--- src/sv/plhr_pkg.sv ---
// plhr_pkg: widths, constants, codes and the controller/datapath interface types
// for the peak limiter with hold and release; depends on nothing
`default_nettype none

package plhr_pkg;

    localparam int SAMPLE_WIDTH = 24;
    localparam int GAIN_WIDTH   = 24;
    localparam int COEFF_WIDTH  = 24;
    localparam int CEIL_WIDTH   = 24;
    localparam int HOLD_WIDTH   = 20;
    localparam int CFG_INDEX_WIDTH = 8;
    localparam int CFG_DATA_WIDTH  = 24;

    localparam logic [GAIN_WIDTH-1:0] UNITY_GAIN = GAIN_WIDTH'(8388608);

    localparam logic [CEIL_WIDTH-1:0]  CEIL_RESET  = CEIL_WIDTH'(8388608);
    localparam logic [COEFF_WIDTH-1:0] COEFF_RESET = COEFF_WIDTH'(16609444);
    localparam logic [HOLD_WIDTH-1:0]  HOLD_RESET  = '0;

    // multiplier: wide operand times a gain-wide operand, two half slices
    localparam int MUL_A_WIDTH = (SAMPLE_WIDTH > GAIN_WIDTH) ? SAMPLE_WIDTH : GAIN_WIDTH;
    localparam int HALF_WIDTH  = GAIN_WIDTH / 2;
    localparam int PP_WIDTH    = MUL_A_WIDTH + HALF_WIDTH;
    localparam int PROD_WIDTH  = MUL_A_WIDTH + GAIN_WIDTH;

    // limit = ceiling * 2^(SAMPLE_WIDTH-1)
    localparam int LIMIT_WIDTH   = CEIL_WIDTH + SAMPLE_WIDTH - 1;
    localparam int DIV_HI_WIDTH  = LIMIT_WIDTH - GAIN_WIDTH;
    localparam int DIV_CNT_WIDTH = $clog2(GAIN_WIDTH);

    typedef enum logic [CFG_INDEX_WIDTH-1:0] {
        CFG_CEILING = CFG_INDEX_WIDTH'(0),
        CFG_RELEASE = CFG_INDEX_WIDTH'(1),
        CFG_HOLD    = CFG_INDEX_WIDTH'(2)
    } cfg_index_t;

    typedef enum logic {
        MUL_REL = 1'b0,
        MUL_CMP = 1'b1
    } mul_sel_t;

    typedef struct packed {
        logic     load;
        logic     hold_dec;
        logic     mul_start;
        mul_sel_t mul_sel;
        logic     rel_update;
        logic     div_start;
        logic     div_update;
        logic     out_load;
    } ctrl_cmd_t;

    typedef struct packed {
        logic hold_nz;
        logic gain_below;
        logic mul_done;
        logic div_done;
        logic over;
        logic out_free;
    } dp_status_t;

endpackage

`default_nettype wire

--- src/sv/plhr_mul.sv ---
// plhr_mul: two-step multiplier, one half-width partial product per cycle
// depends on plhr_pkg
`default_nettype none

module plhr_mul
    import plhr_pkg::*;
(
    input  wire logic                   clk,
    input  wire logic                   rst_n,
    input  wire logic                   start,
    input  wire logic [MUL_A_WIDTH-1:0] a,
    input  wire logic [GAIN_WIDTH-1:0]  b,
    output logic                        done,
    output logic [PROD_WIDTH-1:0]       prod
);

    logic                   busy_reg, busy_next;
    logic                   half_reg, half_next;
    logic                   done_reg, done_next;
    logic [MUL_A_WIDTH-1:0] a_reg;
    logic [GAIN_WIDTH-1:0]  b_reg;
    logic [PROD_WIDTH-1:0]  prod_reg, prod_next;
    logic [HALF_WIDTH-1:0]  b_slice;
    logic [PP_WIDTH-1:0]    pp;

    always_comb
    begin
        b_slice = half_reg ? b_reg[GAIN_WIDTH-1:HALF_WIDTH] : b_reg[HALF_WIDTH-1:0];
        pp      = PP_WIDTH'(a_reg) * PP_WIDTH'(b_slice);
        busy_next = busy_reg;
        half_next = half_reg;
        done_next = 1'b0;
        prod_next = prod_reg;
        if (start)
        begin
            busy_next = 1'b1;
            half_next = 1'b0;
        end
        else if (busy_reg)
        begin
            if (!half_reg)
            begin
                prod_next = PROD_WIDTH'(pp);
                half_next = 1'b1;
            end
            else
            begin
                prod_next = prod_reg + (PROD_WIDTH'(pp) << HALF_WIDTH);
                busy_next = 1'b0;
                done_next = 1'b1;
            end
        end
    end

    always_ff @(posedge clk or negedge rst_n)
    begin
        if (!rst_n)
        begin
            busy_reg <= 1'b0;
            half_reg <= 1'b0;
            done_reg <= 1'b0;
        end
        else
        begin
            busy_reg <= busy_next;
            half_reg <= half_next;
            done_reg <= done_next;
        end
    end

    always_ff @(posedge clk)
    begin
        if (start)
        begin
            a_reg <= a;
            b_reg <= b;
        end
        prod_reg <= prod_next;
    end

    assign done = done_reg;
    assign prod = prod_reg;

    a_start_idle: assert property (@(posedge clk) disable iff (!rst_n)
        start |-> !busy_reg)
        else $error("multiplier restarted while busy");

endmodule

`default_nettype wire

--- src/sv/plhr_div.sv ---
// plhr_div: restoring divider, one quotient bit per cycle, gain-wide quotient
// depends on plhr_pkg
`default_nettype none

module plhr_div
    import plhr_pkg::*;
(
    input  wire logic                    clk,
    input  wire logic                    rst_n,
    input  wire logic                    start,
    input  wire logic [LIMIT_WIDTH-1:0]  dividend,
    input  wire logic [SAMPLE_WIDTH-1:0] divisor,
    output logic                         done,
    output logic [GAIN_WIDTH-1:0]        quotient
);

    logic                     busy_reg, busy_next;
    logic                     done_reg, done_next;
    logic [DIV_CNT_WIDTH-1:0] cnt_reg, cnt_next;
    logic [SAMPLE_WIDTH-1:0]  rem_reg, rem_next;
    logic [GAIN_WIDTH-1:0]    lo_reg, lo_next;
    logic [SAMPLE_WIDTH-1:0]  dsr_reg;
    logic [SAMPLE_WIDTH-1:0]  trial;
    logic [SAMPLE_WIDTH-1:0]  init_rem;
    logic                     ge;

    // top bits of the dividend start below the divisor, so the quotient fits
    assign init_rem = {1'b0, dividend[LIMIT_WIDTH-1:GAIN_WIDTH]};

    always_comb
    begin
        trial = {rem_reg[SAMPLE_WIDTH-2:0], lo_reg[GAIN_WIDTH-1]};
        ge    = (trial >= dsr_reg);
        busy_next = busy_reg;
        done_next = 1'b0;
        cnt_next  = cnt_reg;
        rem_next  = rem_reg;
        lo_next   = lo_reg;
        if (start)
        begin
            busy_next = 1'b1;
            cnt_next  = '0;
            rem_next  = init_rem;
            lo_next   = dividend[GAIN_WIDTH-1:0];
        end
        else if (busy_reg)
        begin
            rem_next = ge ? (trial - dsr_reg) : trial;
            lo_next  = {lo_reg[GAIN_WIDTH-2:0], ge};
            cnt_next = cnt_reg + 1'b1;
            if (cnt_reg == DIV_CNT_WIDTH'(GAIN_WIDTH - 1))
            begin
                busy_next = 1'b0;
                done_next = 1'b1;
            end
        end
    end

    always_ff @(posedge clk or negedge rst_n)
    begin
        if (!rst_n)
        begin
            busy_reg <= 1'b0;
            done_reg <= 1'b0;
            cnt_reg  <= '0;
        end
        else
        begin
            busy_reg <= busy_next;
            done_reg <= done_next;
            cnt_reg  <= cnt_next;
        end
    end

    always_ff @(posedge clk)
    begin
        rem_reg <= rem_next;
        lo_reg  <= lo_next;
        if (start)
        begin
            dsr_reg <= divisor;
        end
    end

    assign done     = done_reg;
    assign quotient = lo_reg;

    a_div_range: assert property (@(posedge clk) disable iff (!rst_n)
        start |-> (init_rem < divisor))
        else $error("divider started with a quotient that overflows the gain");

endmodule

`default_nettype wire

--- src/sv/plhr_datapath.sv ---
// plhr_datapath: configuration registers, gain and hold state, sample latch,
// shared multiplier and divider, output word register; depends on plhr_pkg,
// plhr_mul and plhr_div
`default_nettype none

module plhr_datapath
    import plhr_pkg::*;
(
    input  wire logic                           clk,
    input  wire logic                           rst_n,
    input  wire logic                           cfg_write,
    input  wire logic [CFG_INDEX_WIDTH-1:0]     cfg_index,
    input  wire logic [CFG_DATA_WIDTH-1:0]      cfg_data,
    input  wire logic signed [SAMPLE_WIDTH-1:0] sample_in,
    input  wire logic                           block_end,
    input  wire ctrl_cmd_t                      cmd,
    output dp_status_t                          status,
    output logic                                out_valid,
    input  wire logic                           out_ready,
    output logic signed [SAMPLE_WIDTH-1:0]      sample_out,
    output logic [GAIN_WIDTH-1:0]               gain_out,
    output logic                                block_end_out
);

    logic [CEIL_WIDTH-1:0]   ceiling_reg;
    logic [COEFF_WIDTH-1:0]  coeff_reg;
    logic [HOLD_WIDTH-1:0]   hold_length_reg;
    logic [GAIN_WIDTH-1:0]   gain_reg, gain_next;
    logic [HOLD_WIDTH-1:0]   hold_reg, hold_next;
    logic [SAMPLE_WIDTH-1:0] mag_reg;
    logic                    neg_reg;
    logic                    blk_reg;
    logic                    out_valid_reg, out_valid_next;
    logic [SAMPLE_WIDTH-1:0] sample_out_reg;
    logic [GAIN_WIDTH-1:0]   gain_out_reg;
    logic                    block_end_out_reg;

    logic [SAMPLE_WIDTH-1:0] raw;
    logic [SAMPLE_WIDTH-1:0] mag;
    logic [GAIN_WIDTH-1:0]   deficit;
    logic [LIMIT_WIDTH-1:0]  limit;
    logic [MUL_A_WIDTH-1:0]  mul_a;
    logic [GAIN_WIDTH-1:0]   mul_b;
    logic [PROD_WIDTH-1:0]   prod;
    logic                    mul_done;
    logic [GAIN_WIDTH-1:0]   quotient;
    logic                    div_done;
    logic [GAIN_WIDTH-1:0]   rel_gain;
    logic [SAMPLE_WIDTH-1:0] scaled;
    logic [SAMPLE_WIDTH-1:0] result;
    logic                    out_free;

    assign raw     = $unsigned(sample_in);
    assign mag     = raw[SAMPLE_WIDTH-1] ? (~raw + 1'b1) : raw;
    assign deficit = UNITY_GAIN - gain_reg;
    assign limit   = {ceiling_reg, {(SAMPLE_WIDTH-1){1'b0}}};

    assign mul_a = (cmd.mul_sel == MUL_REL) ? MUL_A_WIDTH'(deficit) : MUL_A_WIDTH'(mag_reg);
    assign mul_b = (cmd.mul_sel == MUL_REL) ? coeff_reg : gain_reg;

    plhr_mul u_mul (
        .clk   (clk),
        .rst_n (rst_n),
        .start (cmd.mul_start),
        .a     (mul_a),
        .b     (mul_b),
        .done  (mul_done),
        .prod  (prod)
    );

    plhr_div u_div (
        .clk      (clk),
        .rst_n    (rst_n),
        .start    (cmd.div_start),
        .dividend (limit),
        .divisor  (mag_reg),
        .done     (div_done),
        .quotient (quotient)
    );

    // unity minus floor(deficit * coeff / 2^24)
    assign rel_gain = GAIN_WIDTH'({1'b0, UNITY_GAIN} - {1'b0, prod[GAIN_WIDTH +: GAIN_WIDTH]});
    assign scaled   = prod[GAIN_WIDTH-1 +: SAMPLE_WIDTH];
    assign result   = neg_reg ? (~scaled + 1'b1) : scaled;
    assign out_free = !out_valid_reg || out_ready;

    always_comb
    begin
        status.hold_nz    = (hold_reg != '0);
        status.gain_below = (gain_reg < UNITY_GAIN);
        status.mul_done   = mul_done;
        status.div_done   = div_done;
        status.over       = (prod > PROD_WIDTH'(limit));
        status.out_free   = out_free;
    end

    always_comb
    begin
        gain_next = gain_reg;
        hold_next = hold_reg;
        if (cmd.hold_dec)
        begin
            hold_next = hold_reg - 1'b1;
        end
        if (cmd.rel_update)
        begin
            gain_next = rel_gain;
        end
        if (cmd.div_update)
        begin
            gain_next = quotient;
            hold_next = hold_length_reg;
        end
        out_valid_next = out_valid_reg;
        if (cmd.out_load)
        begin
            out_valid_next = 1'b1;
        end
        else if (out_ready)
        begin
            out_valid_next = 1'b0;
        end
    end

    always_ff @(posedge clk or negedge rst_n)
    begin
        if (!rst_n)
        begin
            ceiling_reg     <= CEIL_RESET;
            coeff_reg       <= COEFF_RESET;
            hold_length_reg <= HOLD_RESET;
            gain_reg        <= UNITY_GAIN;
            hold_reg        <= '0;
            out_valid_reg   <= 1'b0;
        end
        else
        begin
            if (cfg_write)
            begin
                unique case (cfg_index)
                    CFG_CEILING: ceiling_reg     <= cfg_data[CEIL_WIDTH-1:0];
                    CFG_RELEASE: coeff_reg       <= cfg_data[COEFF_WIDTH-1:0];
                    CFG_HOLD:    hold_length_reg <= cfg_data[HOLD_WIDTH-1:0];
                    default:     ;
                endcase
            end
            gain_reg      <= gain_next;
            hold_reg      <= hold_next;
            out_valid_reg <= out_valid_next;
        end
    end

    always_ff @(posedge clk)
    begin
        if (cmd.load)
        begin
            mag_reg <= mag;
            neg_reg <= raw[SAMPLE_WIDTH-1];
            blk_reg <= block_end;
        end
        if (cmd.out_load)
        begin
            sample_out_reg    <= result;
            gain_out_reg      <= gain_reg;
            block_end_out_reg <= blk_reg;
        end
    end

    assign out_valid     = out_valid_reg;
    assign sample_out    = $signed(sample_out_reg);
    assign gain_out      = gain_out_reg;
    assign block_end_out = block_end_out_reg;

    a_gain_unity: assert property (@(posedge clk) disable iff (!rst_n)
        gain_reg <= UNITY_GAIN)
        else $error("gain above unity");

    a_out_free: assert property (@(posedge clk) disable iff (!rst_n)
        cmd.out_load |-> out_free)
        else $error("output word overwritten before it was taken");

    a_div_needed: assert property (@(posedge clk) disable iff (!rst_n)
        cmd.div_start |-> status.over)
        else $error("division started without a reduction");

endmodule

`default_nettype wire

--- src/sv/plhr_ctrl.sv ---
// plhr_ctrl: per-sample sequencer: hold or release, ceiling check, division,
// final product and output handoff; depends on plhr_pkg
`default_nettype none

module plhr_ctrl
    import plhr_pkg::*;
(
    input  wire logic       clk,
    input  wire logic       rst_n,
    input  wire logic       in_valid,
    output logic            in_ready,
    input  wire dp_status_t status,
    output ctrl_cmd_t       cmd
);

    typedef enum logic [9:0] {
        S_IDLE = 10'b00_0000_0001,
        S_HOLD = 10'b00_0000_0010,
        S_REL  = 10'b00_0000_0100,
        S_CMP  = 10'b00_0000_1000,
        S_CMPW = 10'b00_0001_0000,
        S_DEC  = 10'b00_0010_0000,
        S_DIV  = 10'b00_0100_0000,
        S_FIN  = 10'b00_1000_0000,
        S_FINW = 10'b01_0000_0000,
        S_OUT  = 10'b10_0000_0000
    } state_t;

    state_t state_reg, state_next;

    always_comb
    begin
        state_next = state_reg;
        cmd        = '0;
        cmd.mul_sel = MUL_CMP;
        in_ready   = 1'b0;
        unique case (state_reg)
            S_IDLE:
            begin
                in_ready = 1'b1;
                if (in_valid)
                begin
                    cmd.load   = 1'b1;
                    state_next = S_HOLD;
                end
            end
            S_HOLD:
            begin
                if (status.hold_nz)
                begin
                    cmd.hold_dec = 1'b1;
                    state_next   = S_CMP;
                end
                else if (status.gain_below)
                begin
                    cmd.mul_start = 1'b1;
                    cmd.mul_sel   = MUL_REL;
                    state_next    = S_REL;
                end
                else
                begin
                    state_next = S_CMP;
                end
            end
            S_REL:
            begin
                if (status.mul_done)
                begin
                    cmd.rel_update = 1'b1;
                    state_next     = S_CMP;
                end
            end
            S_CMP:
            begin
                cmd.mul_start = 1'b1;
                state_next    = S_CMPW;
            end
            S_CMPW:
            begin
                if (status.mul_done)
                begin
                    state_next = S_DEC;
                end
            end
            S_DEC:
            begin
                // product of the check is reused as the output when no reduction
                if (status.over)
                begin
                    cmd.div_start = 1'b1;
                    state_next    = S_DIV;
                end
                else
                begin
                    state_next = S_OUT;
                end
            end
            S_DIV:
            begin
                if (status.div_done)
                begin
                    cmd.div_update = 1'b1;
                    state_next     = S_FIN;
                end
            end
            S_FIN:
            begin
                cmd.mul_start = 1'b1;
                state_next    = S_FINW;
            end
            S_FINW:
            begin
                if (status.mul_done)
                begin
                    state_next = S_OUT;
                end
            end
            S_OUT:
            begin
                if (status.out_free)
                begin
                    cmd.out_load = 1'b1;
                    state_next   = S_IDLE;
                end
            end
            default:
            begin
                state_next = S_IDLE;
            end
        endcase
    end

    always_ff @(posedge clk or negedge rst_n)
    begin
        if (!rst_n)
        begin
            state_reg <= S_IDLE;
        end
        else
        begin
            state_reg <= state_next;
        end
    end

    a_accept_seq: assert property (@(posedge clk) disable iff (!rst_n)
        (in_valid && in_ready) |=> (state_reg == S_HOLD))
        else $error("accepted word not followed by hold step");

endmodule

`default_nettype wire

--- src/sv/peak_limiter_hold_release_core.sv ---
// peak_limiter_hold_release_core: top level of the peak limiter with hold and
// release; depends on plhr_pkg, plhr_ctrl and plhr_datapath
//
// Input channel (in_valid/in_ready) takes one word: a signed sample and a
// block_end flag. Output channel (out_valid/out_ready) returns one word per
// input: the limited sample, the gain applied and the copied block_end flag.
// Configuration channel (cfg_valid/cfg_ready, cfg_index, cfg_data) writes
// ceiling (0), release coefficient (1) and hold length (2); other indexes are
// ignored. Write it only while the block is idle; cfg_ready is always high.
// Without release or reduction, an accepted word passes the hold step, the
// ceiling check product and the decision on its way to the output; a release
// adds a multiplier pass, and a new reduction runs the bit-serial divider and
// a second pass of the multiplier. One word is in flight at a time; in_ready
// returns in the cycle after the result moves into the output register. A
// stalled receiver holds the output word and blocks only the next result
// handoff, and with it the input.
// Reset is asynchronous: gain returns to unity, hold count to zero, the
// registers to their defaults and the output register is emptied.
`default_nettype none

module peak_limiter_hold_release_core
    import plhr_pkg::*;
(
    input  wire logic                           clk,
    input  wire logic                           rst_n,
    input  wire logic                           in_valid,
    output logic                                in_ready,
    input  wire logic signed [SAMPLE_WIDTH-1:0] sample_in,
    input  wire logic                           block_end,
    output logic                                out_valid,
    input  wire logic                           out_ready,
    output logic signed [SAMPLE_WIDTH-1:0]      sample_out,
    output logic [GAIN_WIDTH-1:0]               gain_out,
    output logic                                block_end_out,
    input  wire logic                           cfg_valid,
    output logic                                cfg_ready,
    input  wire logic [CFG_INDEX_WIDTH-1:0]     cfg_index,
    input  wire logic [CFG_DATA_WIDTH-1:0]      cfg_data
);

    ctrl_cmd_t  cmd;
    dp_status_t status;

    assign cfg_ready = 1'b1;

    plhr_ctrl u_ctrl (
        .clk      (clk),
        .rst_n    (rst_n),
        .in_valid (in_valid),
        .in_ready (in_ready),
        .status   (status),
        .cmd      (cmd)
    );

    plhr_datapath u_datapath (
        .clk           (clk),
        .rst_n         (rst_n),
        .cfg_write     (cfg_valid && cfg_ready),
        .cfg_index     (cfg_index),
        .cfg_data      (cfg_data),
        .sample_in     (sample_in),
        .block_end     (block_end),
        .cmd           (cmd),
        .status        (status),
        .out_valid     (out_valid),
        .out_ready     (out_ready),
        .sample_out    (sample_out),
        .gain_out      (gain_out),
        .block_end_out (block_end_out)
    );

endmodule

`default_nettype wire
--- config.mk ---
export PLATFORM = sky130hd
export DESIGN_NAME = peak_limiter_hold_release_core
export DESIGN_NICKNAME = d
export VERILOG_FILES = /design/src/sv/plhr_pkg.sv /design/src/sv/plhr_mul.sv /design/src/sv/plhr_div.sv /design/src/sv/plhr_datapath.sv /design/src/sv/plhr_ctrl.sv /design/src/sv/peak_limiter_hold_release_core.sv
export SDC_FILE = /design/constraint.sdc
export NUM_CORES = 1
export LEC_CHECK = 0
export BUFFER_PORTS_ARGS = -buffer_cell sky130_fd_sc_hd__buf_4
export CAP_MARGIN = 20
export CELL_PAD_IN_SITES_DETAIL_PLACEMENT = 0
export CELL_PAD_IN_SITES_GLOBAL_PLACEMENT = 1
export CORE_UTILIZATION = 40
export CTS_BUF_LIST = sky130_fd_sc_hd__clkbuf_8
export CTS_CLUSTER_SIZE = 24
export DETAILED_ROUTE_END_ITERATION = 8
export PLACE_DENSITY = 0.76
export RECOVER_POWER = 25
export SETUP_SLACK_MARGIN = 0.3
export SYNTH_ARGS = -nofsm -noshare
export SYNTH_HDL_FRONTEND = slang
export SYNTH_SLANG_ARGS = --single-unit
--- constraint.sdc ---
create_clock -name clk -period 8.7 [get_ports clk]
set_input_delay 1.74 -clock clk [delete_from_list [all_inputs] [get_ports clk]]
set_output_delay 1.74 -clock clk [all_outputs]
set_load 0.05 [all_outputs]
Word level (Yosys, flattened, before mapping)
Index checks and enable logic that the tools add are counted.
W data, S select, Z words.
{"block": "totals", "regBits": 375, "word_cells": 137, "out_inout_bits": 52, "input_bits": 62}
{"block": "classes", "magnitude_cmp": 3, "n_eq_ne": 19, "n_reduce_logical": 15, "addsub": 8, "mux": 60, "mul": 1, "n_bitwise": 3}
{"operator": "$mux W24", "count": 7}
{"operator": "$pmux W10 S10", "count": 1}
{"operator": "$mux W23", "count": 4}
{"operator": "$mux W10", "count": 7}
{"operator": "$add A24 B1 Y24 const B", "count": 2}
{"operator": "$add A48 B48 Y48", "count": 1}
{"operator": "$gt A48 B47 Y1", "count": 1}
{"operator": "$not A24 Y24", "count": 2}
{"operator": "$sub A24 B24 Y24 const A", "count": 2}
{"operator": "$mux W20", "count": 2}
{"operator": "$mul A24 B12 Y36", "count": 1}
{"operator": "$mux W36", "count": 1}
{"operator": "$mux W1", "count": 30}
{"operator": "$ge A24 B24 Y1", "count": 1}
{"operator": "$lt A24 B24 Y1 const B", "count": 1}
{"operator": "$sub A23 B23 Y23", "count": 1}
{"operator": "$reduce_bool A20 Y1", "count": 1}
{"operator": "$sub A20 B1 Y20 const B", "count": 1}
{"operator": "$mux W12", "count": 1}
{"operator": "$eq A10 B1 Y1 const B", "count": 1}
{"operator": "$eq A10 B10 Y1 const B", "count": 1}
{"operator": "$eq A10 B2 Y1 const B", "count": 1}
{"operator": "$eq A10 B3 Y1 const B", "count": 1}
{"operator": "$eq A10 B4 Y1 const B", "count": 1}
{"operator": "other kinds (23)", "count": 37}

Depth between registers and ports, before layout
Gate-level depths: netlist of run 1.
{"block": "depth", "word_depth": 6, "depth_mapped": 34, "mapped_depth_nobuf": 31}

By module
A second synthesis of run 1 with hierarchy kept.
{"block": "hier_totals", "cells_unflattened": 2940, "area_unflattened_um2": 29833.6}
{"mod": "plhr_mul", "area_per_inst_um2": 14345.0, "cells_per_inst": 1522, "seq_area_each_um2": 2957.8, "instances": 1}
{"mod": "plhr_datapath", "area_per_inst_um2": 9950.8, "cells_per_inst": 918, "seq_area_each_um2": 5098.6, "instances": 1}
{"mod": "plhr_div", "area_per_inst_um2": 4754.6, "cells_per_inst": 407, "seq_area_each_um2": 2307.2, "instances": 1}
{"mod": "plhr_ctrl", "area_per_inst_um2": 772.0, "cells_per_inst": 91, "seq_area_each_um2": 251.5, "instances": 1}
{"mod": "peak_limiter_hold_release_core", "area_per_inst_um2": 11.3, "cells_per_inst": 2, "seq_area_each_um2": 0.0, "instances": 1}

Worst setup path before layout of run 1
No wires, ideal clock.
{"block": "synth_timing", "path_type": "reg-to-reg", "from": "reg u_datapath.u_mul.half_reg", "to": "reg u_datapath.u_mul.prod_reg[47] (netlist: u_datapath.u_mul.prod[47]) (data pin)", "setup_time_ps": 255, "period_less_slack_ps": 8404, "required_ps": 8445, "arrival_ps": 8149, "path_stages_with_launch": 32, "slack_ps": 296, "path_buffers": 4, "cell_sequence": "dfrtp_1 clkbuf_1 buf_1 mux2_2 clkbuf_1 nand2_1 fa_1 fa_1 inv_1 fa_1 fa_1 inv_1 fa_1 inv_1 ha_1 a21oi_1 o21ai_0 o41a_1 or3b_2 a31oi_1 xnor2_1 ha_1 clkbuf_1 and3_1 a221oi_1 o2111a_1 nor2_1 o41ai_2 nor2_1 a311oi_1 xor2_1 and2_1"}
{"block": "synth_between", "elab_chain_cells": 3}
{"item": "start: declaration", "line": "plhr_mul.sv:18", "source": "logic half_reg, half_next;"}
{"item": "start signal: assignment", "line": "plhr_mul.sv:66", "source": "half_reg <= half_next;"}
{"item": "$mux W12", "line": "plhr_mul.sv:28", "source": "b_slice = half_reg ? b_reg[GAIN_WIDTH-1:HALF_WIDTH] : b_reg[HALF_WIDTH-1:0];"}
{"item": "$mul A24 B12 Y36", "line": "plhr_mul.sv:29", "source": "pp = PP_WIDTH'(a_reg) * PP_WIDTH'(b_slice);"}
{"item": "$add A48 B48 Y48", "line": "plhr_mul.sv:48", "source": "prod_next = prod_reg + (PROD_WIDTH'(pp) << HALF_WIDTH);"}
{"item": "end signal: assignment", "line": "plhr_mul.sv:78", "source": "prod_reg <= prod_next;"}
{"item": "end: declaration", "line": "plhr_mul.sv:22", "source": "logic [PROD_WIDTH-1:0] prod_reg, prod_next;"}
Several ways; a longest one is shown, not always the timed one.
A chain may end at the register's enable or synchronous reset.

Worst setup path after layout of run 1
{"block": "layout_timing", "from": "reg u_datapath.u_mul.half_reg", "to": "reg u_datapath.u_mul.prod_reg[43] (netlist: u_datapath.u_mul.prod[43]) (data pin)"}
The elaborated chain is that of the path after synthesis.

==> results of run 1 <==
how the worst max path moves through the flow:
stage / from / to / slack, ns / cells after the start
CTS: u_datapath.u_mul.half_reg / u_datapath.u_mul.prod[46] / 0.29 / 30
detailed placement: u_datapath.u_mul.half_reg / u_datapath.u_mul.prod[47] / 0.14 / 30
global placement: u_datapath.u_mul.half_reg / u_datapath.u_mul.prod[47] / 0.23 / 28
floorplan: u_datapath.u_mul.half_reg / u_datapath.u_mul.prod[47] / 0.41 / 31
finish: u_datapath.u_mul.half_reg / u_datapath.u_mul.prod[43] / 0.60 / 30
global route: u_datapath.u_mul.half_reg / u_datapath.u_mul.prod[43] / 0.28 / 30
worst max-delay path: cells and delay by family, from the launching register on:
family	cells	cell delay, ns
simple gates	7	1.37
fa+ha+maj	7	3.23
flops	1	0.45
mux	1	0.38
xor+xnor	2	0.25
buf+inv	6	0.57
compound gates	7	1.61
final cells by class:
cell class	count	area (um^2)	area share
Sequential cell	375	10400	0.315
Antenna cell	1	2.50	0.0000758
Clock inverter	48	337	0.0102
Multi-Input combinational cell	2091	17200	0.523
Timing Repair Buffer	194	1520	0.0460
Inverter	344	1290	0.0391
Clock buffer	75	1030	0.0313
Tap cell	950	1190	0.0360
kinds of logic after synthesis:
logic type                 Yosys count  share of synthesized area
DFF                                375                      0.357
buffers and inverters              475                     0.0621
AOI/OAI and AO/OA                  491                      0.108
other                                1                   0.000129
muxes                              135                     0.0508
xor gates and xnor gates           170                     0.0512
and+or+nand+nor                    906                      0.147
adders and majority gates          388                      0.224
layout by cell type, fill, tap and decap left out, types with 34 or more instances in the layout:
master	instances
sky130_fd_sc_hd__nand2_1	380
sky130_fd_sc_hd__inv_1	360
sky130_fd_sc_hd__fa_1	221
sky130_fd_sc_hd__edfxtp_1	219
sky130_fd_sc_hd__nor2_1	178
sky130_fd_sc_hd__buf_4	176
sky130_fd_sc_hd__ha_1	156
sky130_fd_sc_hd__o21ai_0	140
sky130_fd_sc_hd__dfrtp_1	116
sky130_fd_sc_hd__xnor2_1	114
sky130_fd_sc_hd__a21oi_1	113
sky130_fd_sc_hd__mux2_2	91
sky130_fd_sc_hd__and2_1	89
sky130_fd_sc_hd__clkbuf_8	75
sky130_fd_sc_hd__a21o_1	54
sky130_fd_sc_hd__nand3_1	50
sky130_fd_sc_hd__xor2_1	48
sky130_fd_sc_hd__nor3_1	40
sky130_fd_sc_hd__mux2i_1	34
layer usage:
layer  global-route usage  vias up  wire length (um)
met1                0.347    11300             39900
met2                0.371      878             39500
met5                    0        -                 0
li1                     -    10200                 -
met3               0.0438      142              6840
met4               0.0701        0              2290
stage by stage:
stage	std cells	cell area, um^2	utilization
finish	4078	33000	0.460
global route	4078	33000	0.460
CTS	4063	32600	0.454
detailed placement	3938	31200	0.434
global placement	3938	31200	0.434
floorplan	2941	29100	-
repair_timing:
item | CTS | global route
hold endpoints to repair | 0 | 0
gates cloned | 0 | 0
resized for setup | 10 | 73
setup endpoints to repair | 3 | 12
buffers inserted | 2 | 13
pin swaps | 0 | 24
synth_stat cells (54+ instances only):
master	n	area (um^2)
sky130_fd_sc_hd__ha_1	166	2080
sky130_fd_sc_hd__mux2_2	99	1110
sky130_fd_sc_hd__nand2_1	381	1430
sky130_fd_sc_hd__inv_1	344	1290
sky130_fd_sc_hd__nor2_1	181	679
sky130_fd_sc_hd__o21ai_0	148	741
sky130_fd_sc_hd__clkbuf_1	112	420
sky130_fd_sc_hd__edfxtp_1	219	6580
sky130_fd_sc_hd__a21o_1	54	405
sky130_fd_sc_hd__and2_1	90	563
sky130_fd_sc_hd__dfrtp_1	117	2930
sky130_fd_sc_hd__xnor2_1	118	1030
sky130_fd_sc_hd__a21oi_1	120	601
sky130_fd_sc_hd__fa_1	222	4440
==> flow_metrics.py, run 1 <==
metrics = {
    "placed_design": {
        "detailed_place_hpwl_um": 67400,
        "numPortBuffers": 112,
        "finalWeightedCongestion": 0.932,
        "dpl_ws_ns": 0.144,
    },
    "min_path": {
        "holdCritPathClass": "flip-flop to flip-flop",
        "worstHoldPathCells": 0,
        "min_from": "u_datapath.blk_reg",
        "min_to": "u_datapath.block_end_out",
    },
    "global_routing": {
        "grt_util_all_layers": 0.242,
        "grt_pass1_vias": 22900,
        "grt_start_max_net_pins": 75,
        "wire_length_of_the_first_global_routing_pass_um": 137000,
        "grt-ovfl-total": 0,
        "antenna_found_initial": 1,
    },
    "synth": {
        "share_of_synthesized_area_occupied_by_flip_flops_and_latches": 0.357,
        "number_of_instances_in_the_synthesized_netlist": 2941,
        "synth.lib_cells_used.distinct": 81,
        "netlist_area_um2": 29100,
        "synthesized_nets": 3391,
        "synthesis.yosys.warnings": 0,
        "postSynthAreaPerCell_um2": 9.89,
        "synth_edf_count": 219,
        "ys_seq_elements": 375,
        "yosys_most_used_dff": "sky130_fd_sc_hd__edfxtp_1",
        "synth-async-reset-ratio": 0.355,
    },
    "timing": {
        "hold_ws_ns": 0.438,
        "relSlewSlack": -1.20,
        "fin_hold_viols": 0,
        "fin_tns_setup_ns": 0,
        "clock.fmax_mhz": 123,
        "finalWorstSetupSlack_ns": 0.597,
        "rsz_0062_raised_after_global_routing": "no",
        "worst-slew-pin-transition_ns": 3.29,
        "post-route-min-period_ns": 8.10,
        "report.final.slew_viol_count": 188,
        "timing.final.crit_share": 0.931,
        "clock_skew_ns": 0.0556,
        "setup-violations-final": 0,
    },
    "setup_path": {
        "worstPathMaxFanout": 7,
        "cpMostUsedCell": "sky130_fd_sc_hd__fa_1",
        "timing.critical_path.slowest_cell_delay_ns": 0.56,
        "reg2reg_setup_slack_ns": 0.60,
        "worst-endpoint-arrival_ns": 8.53,
        "worst_setup_path_end_kind": "flip-flop",
        "start_kind": "flip-flop",
        "crit_required_ns": 9.13,
        "r2r-start": "u_datapath.u_mul.half_reg",
        "worst-setup-path-type": "flip-flop to flip-flop",
        "r2r-end": "u_datapath.u_mul.prod[43]",
        "cpMaxStageDelayCell": "sky130_fd_sc_hd__fa_1",
        "rr_worst_depth": 30,
    },
    "clocking": {
        "ctsHoldBuffers": 0,
        "sinks_on_the_clock_net": 375,
        "cts.reportedPaths.clkPinSlew_ns": 0.07,
        "cts_made_buffers": 67,
        "max-clock-path-buffers": 3,
        "cts-root-buf": "sky130_fd_sc_hd__clkbuf_8",
        "clock_tree_from_tritoncts": "yes",
        "ctsHtreeMaxLevel": 3,
        "worst_skew_pair.late_latency_ns": 0.68,
    },
    "route": {
        "antenna_left": 0,
        "postRouteWirelength_um": 88500,
        "wl_per_cell_um": 21.7,
        "first_iter_violations": 1933,
        "remaining_drc_errors": 0,
        "dr.pass1.iters": 5,
        "route.detailed.vias_per_inst": 5.53,
        "via_count": 22500,
    },
    "floorplan": {
        "core_um2": 71700,
        "die_area_um2": 73800,
        "die_h_um": 272,
        "starting_density_of_the_core": 0.406,
        "rows": 98,
        "fp.dieW_um": 272,
        "io_pins": 114,
    },
    "cells_and_area": {
        "layout-drive-gt1-share": 0.154,
        "area.growth.synth_to_final_pct": 13.4,
        "number_of_flip_flops_in_the_largest_register": 48,
        "final_nets": 3523,
        "filler_cell_count": 6790,
    },
    "outcome": {
        "violated_checks": "max-capacitance violations, max-slew violations",
        "status": "finished with violations",
    },
    "run": {
        "max_cap_violations": 4,
    },
}
Power of run 1 is left out: the tool's default activity adds up to more than one toggle a clock period on the data nets, which glitch-free logic cannot reach.
==> inputs of run 2 (changes only) <==
--- a/config.mk
+++ b/config.mk
@@ -11,6 +11,7 @@
 export CELL_PAD_IN_SITES_GLOBAL_PLACEMENT = 1
 export CORE_UTILIZATION = 40
 export CTS_BUF_LIST = sky130_fd_sc_hd__clkbuf_8
+export CTS_CLUSTER_DIAMETER = 80
 export CTS_CLUSTER_SIZE = 24
 export DETAILED_ROUTE_END_ITERATION = 8
 export PLACE_DENSITY = 0.76
==> constraint.sdc (replaced) <==
create_clock -name clk -period 6.79 [get_ports clk]
set_input_delay 1.358 -clock clk [delete_from_list [all_inputs] [get_ports clk]]
set_output_delay 1.358 -clock clk [all_outputs]
set_load 0.05 [all_outputs]
==> run 2 against run 1 <==
- the run ends with max-capacitance violations, max-slew violations, negative setup slack left
- flip-flop and latch count is the same
- sequential share of layout area fell by 2.2 points
- clock skew increased by 0.0031 ns
- critical path depth up 3
- die area stayed put
- register-to-register slack lost 1.7 ns
- non-clock buffer count up 259
- hold slack improved by 0.0094 ns
- final cell count increased by 4.7%
- worst setup slack worse by 1.7 ns
==> flow_metrics.py, run 2 (synthesized netlist as in run 1, its figures left out) <==
metrics = {
    "global_routing": {
        "grt_pass1_vias": 23700,
        "wire_length_of_the_first_global_routing_pass_um": 139000,
        "grt_start_max_net_pins": 91,
        "antenna_found_initial": 4,
        "grt-ovfl-total": 0,
        "grt_util_all_layers": 0.243,
    },
    "clocking": {
        "cts.reportedPaths.clkPinSlew_ns": 0.14,
        "cts_made_buffers": 27,
        "worst_skew_pair.late_latency_ns": 0.69,
        "cts-root-buf": "sky130_fd_sc_hd__clkbuf_8",
        "clock_tree_from_tritoncts": "yes",
        "sinks_on_the_clock_net": 375,
        "max-clock-path-buffers": 3,
        "ctsHtreeMaxLevel": 1,
    },
    "route": {
        "postRouteWirelength_um": 90400,
        "via_count": 23200,
        "route.detailed.vias_per_inst": 5.44,
        "antenna_left": 0,
        "remaining_drc_errors": 0,
        "first_iter_violations": 1640,
        "dr.pass1.iters": 5,
        "wl_per_cell_um": 21.2,
    },
    "placed_design": {
        "finalWeightedCongestion": 0.906,
        "detailed_place_hpwl_um": 69600,
        "numPortBuffers": 112,
    },
    "setup_path": {
        "worst-setup-path-type": "flip-flop to flip-flop",
        "timing.critical_path.slowest_cell_delay_ns": 0.58,
        "start_kind": "flip-flop",
        "worstPathMaxFanout": 8,
        "worst_setup_path_end_kind": "flip-flop",
        "worst-endpoint-arrival_ns": 8.27,
        "cpMaxStageDelayCell": "sky130_fd_sc_hd__fa_1",
        "crit_required_ns": 7.21,
        "critical_path.top_delay_family": "adder cells",
        "setup.worst_path.start": "u_datapath.u_mul.half_reg",
        "cpMostUsedCell": "sky130_fd_sc_hd__fa_1",
        "cp_num_buf_inv": 7,
        "r2r-start": "u_datapath.u_mul.half_reg",
    },
    "floorplan": {
        "io_pins": 114,
        "core_um2": 71700,
        "fp.dieW_um": 272,
        "starting_density_of_the_core": 0.406,
        "die_h_um": 272,
        "die_area_um2": 73800,
        "rows": 98,
    },
    "timing": {
        "timing.final.crit_share": 1.16,
        "finalWorstSetupSlack_ns": -1.06,
        "fin_hold_viols": 0,
        "relSlewSlack": -2.30,
        "clock_skew_ns": 0.0588,
        "post-route-min-period_ns": 7.85,
        "report.final.slew_viol_count": 91,
        "rsz_0062_raised_after_global_routing": "yes",
        "setup-violations-final": 21,
        "clock.fmax_mhz": 127,
        "worst-slew-pin-transition_ns": 4.96,
    },
    "run": {
        "max_cap_violations": 1,
    },
    "cells_and_area": {
        "final_cell_mix": "413 x sky130_fd_sc_hd__buf_4, 354 x sky130_fd_sc_hd__nand2_1, 332 x sky130_fd_sc_hd__inv_1",
        "final_nets": 3747,
        "area.growth.synth_to_final_pct": 22.0,
        "layout-drive-gt1-share": 0.250,
        "area.sequential_um2": 10400,
        "number_of_flip_flops_in_the_largest_register": 48,
        "multi_input_area_um2": 18400,
        "filler_cell_count": 6526,
        "fin_util": 0.495,
        "most_common_cell_after_layout_fill_and_taps_aside": "sky130_fd_sc_hd__buf_4",
    },
    "outcome": {
        "violated_checks": "max-capacitance violations, max-slew violations, negative setup slack",
        "status": "finished with violations",
    },
    "min_path": {
        "holdCritPathClass": "flip-flop to flip-flop",
        "min_from": "u_datapath.blk_reg",
    },
}
-- run 2: changes by cell type in the layout (fill, tap and decap cells not counted), moves of 21 or more --
cell	change
sky130_fd_sc_hd__buf_4	+237
sky130_fd_sc_hd__clkbuf_8	-48
sky130_fd_sc_hd__ha_1	-21
sky130_fd_sc_hd__ha_4	+23
sky130_fd_sc_hd__inv_1	-28
sky130_fd_sc_hd__nand2_1	-26
sky130_fd_sc_hd__nand2_2	+22
-- run 2: what timing repair did --
action	CTS	global route
hold buffers	0	0
pin swaps	47	53
setup buffers	16	21
gates resized for setup	105	127
cloned	6	0
endpoints found under the setup margin	25	25
-- run 2: worst paths after layout --
check	to	slack (ns)	cells after the start
max in group asynchronous	u_datapath.u_mul.half_reg	1.22	1
hold reg to reg	u_datapath.block_end_out	0.45	0
hold / removal	u_datapath.block_end_out	0.45	0
setup / recovery	u_datapath.u_mul.prod[47]	-1.06	33
setup reg to reg	u_datapath.u_mul.prod[47]	-1.06	33
min in group asynchronous	u_datapath.hold_reg[14]	2.42	1
-- run 2: routing by layer --
metal | vias up | track usage | wire [um]
li1 | 10600 | - | -
met1 | 11700 | 0.326 | 38500
met2 | 727 | 0.410 | 44000
met3 | 144 | 0.0287 | 4950
met4 | 2 | 0.0779 | 2920
met5 | - | 0 | 13
-- run 2: layout make-up --
class                      count  share of cell area
antenna                        2            0.000141
sequential                   375               0.293
clock buffer                  27              0.0105
tap                          950              0.0335
timing repair buffer         453               0.102
multi-input combinational   2096               0.517
clock inverter                23             0.00786
inverter                     344              0.0364
-- run 2: per-stage QoR --
| stage | TNS, ns | setup WS (ns) | hold slack [ns] | instance area, um^2 | std cells |
|---|---|---|---|---|---|
| CTS | -14.51 | -0.987 | 0.451 | 34700 | 4245 |
| detailed placement | -16.95 | -1.54 | 0.418 | 33300 | 4173 |
| floorplan | -3.19 | -0.517 | 0.400 | 29600 | 2941 |
| global route | -19.41 | -1.30 | 0.467 | 35500 | 4269 |
| finish | -14.54 | -1.06 | 0.448 | 35500 | 4270 |
| global placement | -15.48 | -1.40 | 0.405 | 33300 | 4173 |
Power of run 2 is left out for the same reason.
